$ cat config.mk
export PLATFORM = sky130hd
export DESIGN_NAME = aesm_rkey_mem
export DESIGN_NICKNAME = d
export VERILOG_FILES = /design/src/rtl/aesm_pkg.sv /design/src/rtl/aesm_rkey_mem.sv
export SDC_FILE = /design/constraint.sdc
export NUM_CORES = 2
export LEC_CHECK = 0
export ABC_AREA = 1
export BUFFER_PORTS_ARGS = -buffer_cell sky130_fd_sc_hd__buf_2
export CAP_MARGIN = 20
export CORE_UTILIZATION = 46
export DETAILED_ROUTE_END_ITERATION = 10
export SLEW_MARGIN = 20
export SYNTH_ARGS = -nofsm -noshare
export SYNTH_HDL_FRONTEND = slang
export SYNTH_SLANG_ARGS = --single-unit
export TNS_END_PERCENT = 30
$ cat constraint.sdc
create_clock -name i_clk -period 9.25 [get_ports i_clk]
set_clock_uncertainty 0.15 [all_clocks]
set_input_delay 0.4625 -clock i_clk [delete_from_list [all_inputs] [get_ports i_clk]]
set_output_delay 0.4625 -clock i_clk [all_outputs]
set_load 0.1 [all_outputs]
$ cat src/rtl/aesm_pkg.sv
// Shared types, codes, S-box tables and column mixing for the AES block cipher.
// No dependencies; every other file imports this package.
`timescale 1ns / 1ps
`default_nettype none

package aesm_pkg;

    // Round key memory shape
    localparam int unsigned KEY_ROWS  = 15;
    localparam int unsigned ROW_W     = 128;
    localparam int unsigned KADDR_W   = $clog2(KEY_ROWS);

    // Key length codes
    localparam logic [1:0] KLEN_128 = 2'd0;
    localparam logic [1:0] KLEN_192 = 2'd1;
    localparam logic [1:0] KLEN_256 = 2'd2;

    // Cipher mode codes
    localparam logic [2:0] MODE_ECB_ENC = 3'd0;
    localparam logic [2:0] MODE_ECB_DEC = 3'd1;
    localparam logic [2:0] MODE_CBC_ENC = 3'd2;
    localparam logic [2:0] MODE_CBC_DEC = 3'd3;
    localparam logic [2:0] MODE_OFB     = 3'd4;

    // Configuration register indexes
    localparam logic [2:0] CFG_KEY_LENGTH  = 3'd0;
    localparam logic [2:0] CFG_CIPHER_MODE = 3'd1;
    localparam logic [2:0] CFG_KEY_WORD_0  = 3'd2;
    localparam logic [2:0] CFG_KEY_WORD_1  = 3'd3;
    localparam logic [2:0] CFG_KEY_WORD_2  = 3'd4;
    localparam logic [2:0] CFG_KEY_WORD_3  = 3'd5;

    typedef struct packed {
        logic [63:0] block_high;
        logic [63:0] block_low;
        logic [4:0]  valid_bytes;
        logic        start_of_message;
    } t_in;

    typedef struct packed {
        logic [63:0] result_high;
        logic [63:0] result_low;
    } t_out;

    // Write beat from key expansion into the round key memory
    typedef struct packed {
        logic               we;
        logic [KADDR_W-1:0] addr;
        logic [ROW_W-1:0]   data;
    } t_key_wr;

    // Operation of the shared round unit
    typedef struct packed {
        logic add_only;
        logic decrypt;
        logic mix;
    } t_rnd_ctl;

    // Forward S-box, entry 0 in the top byte
    localparam logic [2047:0] FWD_SBOX = {
        128'h637c777bf26b6fc53001672bfed7ab76,
        128'hca82c97dfa5947f0add4a2af9ca472c0,
        128'hb7fd9326363ff7cc34a5e5f171d83115,
        128'h04c723c31896059a071280e2eb27b275,
        128'h09832c1a1b6e5aa0523bd6b329e32f84,
        128'h53d100ed20fcb15b6acbbe394a4c58cf,
        128'hd0efaafb434d338545f9027f503c9fa8,
        128'h51a3408f929d38f5bcb6da2110fff3d2,
        128'hcd0c13ec5f974417c4a77e3d645d1973,
        128'h60814fdc222a908846eeb814de5e0bdb,
        128'he0323a0a4906245cc2d3ac629195e479,
        128'he7c8376d8dd54ea96c56f4ea657aae08,
        128'hba78252e1ca6b4c6e8dd741f4bbd8b8a,
        128'h703eb5664803f60e613557b986c11d9e,
        128'he1f8981169d98e949b1e87e9ce5528df,
        128'h8ca1890dbfe6426841992d0fb054bb16
    };

    // Invert the forward table at elaboration
    function automatic logic [2047:0] build_inv();
        logic [2047:0] inv;
        logic [7:0]    x8;
        logic [7:0]    s;
        inv = '0;
        for (int x = 0; x < 256; x++) begin
            x8 = 8'(x);
            s  = FWD_SBOX[{~x8, 3'b000} +: 8];
            inv[{~s, 3'b000} +: 8] = x8;
        end
        return inv;
    endfunction

    localparam logic [2047:0] INV_SUB = build_inv();

    function automatic logic [7:0] sbox(input logic [7:0] x);
        return FWD_SBOX[{~x, 3'b000} +: 8];
    endfunction

    function automatic logic [7:0] inv_sub(input logic [7:0] x);
        return INV_SUB[{~x, 3'b000} +: 8];
    endfunction

    function automatic logic [7:0] xtime(input logic [7:0] a);
        return {a[6:0], 1'b0} ^ (a[7] ? 8'h1b : 8'h00);
    endfunction

    // Forward column mix, byte 0 in the top bits
    function automatic logic [31:0] mix_col(input logic [31:0] c);
        logic [7:0] a0, a1, a2, a3;
        a0 = c[31:24];
        a1 = c[23:16];
        a2 = c[15:8];
        a3 = c[7:0];
        return {xtime(a0) ^ xtime(a1) ^ a1 ^ a2 ^ a3,
                a0 ^ xtime(a1) ^ xtime(a2) ^ a2 ^ a3,
                a0 ^ a1 ^ xtime(a2) ^ xtime(a3) ^ a3,
                xtime(a0) ^ a0 ^ a1 ^ a2 ^ xtime(a3)};
    endfunction

    // Inverse column mix
    function automatic logic [31:0] inv_mix_col(input logic [31:0] c);
        logic [7:0] a [4];
        logic [7:0] m2 [4];
        logic [7:0] m4 [4];
        logic [7:0] m8 [4];
        logic [7:0] m9 [4];
        logic [7:0] mb [4];
        logic [7:0] md [4];
        logic [7:0] me [4];
        for (int i = 0; i < 4; i++) begin
            a[i]  = c[31-8*i -: 8];
            m2[i] = xtime(a[i]);
            m4[i] = xtime(m2[i]);
            m8[i] = xtime(m4[i]);
            m9[i] = m8[i] ^ a[i];
            mb[i] = m8[i] ^ m2[i] ^ a[i];
            md[i] = m8[i] ^ m4[i] ^ a[i];
            me[i] = m8[i] ^ m4[i] ^ m2[i];
        end
        return {me[0] ^ mb[1] ^ md[2] ^ m9[3],
                m9[0] ^ me[1] ^ mb[2] ^ md[3],
                md[0] ^ m9[1] ^ me[2] ^ mb[3],
                mb[0] ^ md[1] ^ m9[2] ^ me[3]};
    endfunction

endpackage

`default_nettype wire

$ cat src/rtl/aesm_rkey_mem.sv
// Round key memory: one write port, one read port, registered read data.
// Depends on aesm_pkg.
`timescale 1ns / 1ps
`default_nettype none

module aesm_rkey_mem (
    input  wire logic                          i_clk,
    input  wire aesm_pkg::t_key_wr             i_wr,
    input  wire logic [aesm_pkg::KADDR_W-1:0]  i_raddr,
    output logic [aesm_pkg::ROW_W-1:0]         o_rdata
);
    import aesm_pkg::*;

    logic [ROW_W-1:0] r_mem [KEY_ROWS];
    logic [ROW_W-1:0] r_rdata;

    // Write and read
    always_ff @(posedge i_clk) begin
        if (i_wr.we) begin
            r_mem[i_wr.addr] <= i_wr.data;
        end
        r_rdata <= r_mem[i_raddr];
    end

    assign o_rdata = r_rdata;

endmodule

`default_nettype wire

==> results.toml <==
[run_status]
outcome = "finished, final reports clean"

[critical_path]
maximum_fanout_encountered_on_the_critical_timing_path = 185
worstPathArrival_ns = 4.33
timing.critical_path.to = "o_rdata[79]"
criticalPathCategory = "in2reg"
critical_path.n_buffers_inverters = 4
critical_path_cell_count = 9
worst-r2r-setup-slack_ns = 7.91
critical_path.startpoint = "i_raddr[0]"
worst_r2r_path_depth = 6
crit_path_end_kind = "register"
startpoint_type = "input pin"
crit_chain = "buf_8 -> buf_4 -> buf_12 -> buf_4 -> or2_2 -> nand3_1 -> nand3_1 -> nand3_1 -> nand2_1"
worstReg2RegEnd = "o_rdata[67]"
cell_seen_most_often_among_critical_path_stages = "sky130_fd_sc_hd__nand3_1"
critPathSlowestCell = "sky130_fd_sc_hd__buf_4"
critPathMaxStageDelay_ns = 0.87
timing.critical_path.required_ns = 9.87
cp_top_family = "buffers and inverters"
r2r_start = "r_mem[1][67]"

[synthesis]
yosys_register_bits = 2048
yosysTopAreaCellShare_pct = 71.3
synthesis.area_per_instance_um2 = 11.6
yosys_warnings = 0
synth_sequential_area_ratio_pct = 74.5
post_synth_instance_area_um2 = 80900
unique_masters_post_synth = 18
yosysTopAreaCell = "sky130_fd_sc_hd__edfxtp_1"
synth_fp_nets = 7137
instance_count_of_the_mapped_netlist = 6999
synthTopCellsByArea = "sky130_fd_sc_hd__edfxtp_1, sky130_fd_sc_hd__nand2_1, sky130_fd_sc_hd__nand3_1"

[global_route]
grt_pass1_wl_mm = 311
via_count_of_the_first_global_routing_pass = 49451
antenna_found_initial = 21
grt_remaining_overflow = 0
grt_start_max_net_pins = 215
grtUsageTotal_pct = 23.0

[worst_hold_path]
worst_hold_path_type = "in2reg"
min_path_cells = 3

[clock_network]
tritoncts = "built"
clk_pin_slew_worst_paths_ns = 0.06
worstSkewPairLatency_ns = 0.85
clockRootBuffer = "sky130_fd_sc_hd__clkbuf_16"
ctsResizeCount = 0
hold_buffers = 129
postCtsSetupRepairBufs = 0
cts_inserted_buffers = 209
clock_path_buffers = 3
numClockSinks = 2048
cts_htree_levels = 4

[drt]
number_of_drc_violations_after_detailed_routing = 0
via_count = 51552
drtPass1Iterations = 8
post_drt_wl_per_cell_um = 21.1
initialDrtViolationCount = 4848
wire_length_reported_by_the_detailed_router_mm = 206
viasPerCell = 5.27
antenna_left = 0

[pwr]
clockPowerShare_pct = 40.4
max-vdd-ir-drop_mv = 0.171
power-per-cell-area_nw_per_um2 = 220
power.share.switching_pct = 24.1
p_leak_nw = 35.5
seq_power_share_pct = 51.5
power_report.internal_total_mw = 15.4
p_sw_mw = 4.89
power.combinational.fraction_pct = 8.1

[placement]
dp_hpwl_mm = 94.1
dpl.cell_count = 9261
weighted_congestion_at_the_end_of_routability_driven_global_placement = 0.753
port_buffers = 265
detailed_place.area_um2 = 84000

[timing]
setup-violations-final = 0
final_hold_viol_count = 0
final.min_clock_period_ns = 3.71
max_freq_ghz = 0.270
part_of_the_cycle_the_worst_path_needs_pct = 40.1
unrepaired_setup_endpoints_after_global_routing = "no"
worst_slew_pin_tran_ns = 1.22
maxSlewHeadroom_pct = 18.6
fin_setup_tns_ns = 0
finalMaxSlewViolations = 0

[floorplanning]
initial_utilization_pct = 46.4
rows = 153
floorplan.die.width_um = 421
design.portCount = 266
chipHeight_um = 421
dieArea_um2 = 177000
core_um2 = 174000

[run]
drv_cap = 0

[layout]
final_nets = 7414
finish.cell_count_without_fillers = 9789
layout-drive-gt1-share_pct = 8.84
area_delta_synth_final_pct = 13.7
layout.cell_area.non_filler_um2 = 91900
==> cell type report <==
| class | count | area (um2) |
|---|---|---|
| Multi-Input combinational cell | 4218 | 17500 |
| Clock inverter | 115 | 1050 |
| Clock buffer | 276 | 5600 |
| Sequential cell | 2048 | 60200 |
| Tap cell | 2325 | 2910 |
| Fill cell | 14974 | 82300 |
| Timing Repair Buffer | 462 | 3340 |
| Inverter | 337 | 1300 |
| Antenna cell | 8 | 20.0 |
==> power by group through the flow <==
stage                     Sequential [mW]  Clock [mW]  Combinational, mW
after global routing                 10.5        8.69               1.77
final                                10.4        8.18               1.64
after CTS                            10.4        8.33               1.65
after floorplan                      11.1           0              0.658
after global placement               10.6           0               1.58
after detailed placement             10.6           0               1.59
==> layout by cell type (no fill, tap or decap), drive strengths merged, types with 7 or more instances in the layout <==
| cell type | count |
|---|---|
| dlygate4sd3 | 129 |
| edfxtp | 1920 |
| nand2 | 2771 |
| nand3 | 1176 |
| or2 | 20 |
| clkinv | 92 |
| o21ai | 7 |
| bufinv | 14 |
| diode | 8 |
| dfxtp | 128 |
| clkbuf | 278 |
| buf | 331 |
| inv | 344 |
| nor2 | 242 |
==> sequential cells by signal (all words and copies together), names as in the netlist <==
name and flops:
r_mem 1920, o_rdata 128
==> logic make-up (layout without fill, tap and decap cells) <==
| group | Yosys count | count (layout) | share of synthesized area, % |
|---|---|---|---|
| buffers and inverters | 733 | 1190 | 4.04 |
| other | 0 | 8 | 0 |
| and+or+nand+nor | 4211 | 4211 | 21.4 |
| DFF | 2048 | 2048 | 74.5 |
| AOI/OAI and AO/OA | 7 | 7 | 0.0433 |
==> worst reg2reg max path: stages (launching register included) <==
cell	delay, ns
sky130_fd_sc_hd__edfxtp_1	0.36
sky130_fd_sc_hd__nand2_1	0.08
sky130_fd_sc_hd__nand3_1	0.10
sky130_fd_sc_hd__nand3_1	0.14
sky130_fd_sc_hd__nand2_1	0.08
sky130_fd_sc_hd__nand2_1	0.06
sky130_fd_sc_hd__nand2_1	0.20
==> synth_stat cells, drive strengths merged <==
cell type and n:
clkbuf 75, nand2 2771, buf 321, inv 337, edfxtp 1920, nand3 1176
o21ai 7, nor2 242, dfxtp 128, or2 20, nand3b 2
==> metrics by stage <==
| step | hold WS (ns) | setup slack (ns) | utilization (%) | total power [mW] |
|---|---|---|---|---|
| final | 0.116 | 5.54 | 52.8 | 20.3 |
| after global routing | 0.109 | 5.29 | 52.8 | 20.9 |
| after CTS | 0.0700 | 5.61 | 52.8 | 20.4 |
| after detailed placement | 0.429 | 4.70 | 48.2 | 12.2 |
| after global placement | 0.423 | 4.76 | 48.2 | 12.2 |
| after floorplan | 0.399 | 2.49 | - | 11.8 |
==> per-layer routing <==
layer | up-vias | share of wire [%] | track usage (%)
li1 | 24224 | - | -
met1 | 25486 | 45 | 32.9
met2 | 1537 | 47 | 37.2
met3 | 285 | 5.7 | 3.09
met4 | 20 | 1.9 | 5.59
met5 | - | 0.064 | 0
==> how the worst min path moves through the flow <==
stage / from / endpoint / slack, ns
2_1_floorplan: r_mem[14][114] / o_rdata[114] / 0.40
3_3_place_gp: r_mem[14][24] / o_rdata[24] / 0.42
3_5_place_dp: r_mem[14][24] / o_rdata[24] / 0.43
4_1_cts: i_raddr[3] / o_rdata[40] / 0.07
5_1_grt: i_raddr[3] / o_rdata[65] / 0.11
6_report: i_raddr[3] / o_rdata[76] / 0.12
Power figures use the tool's default switching activity.
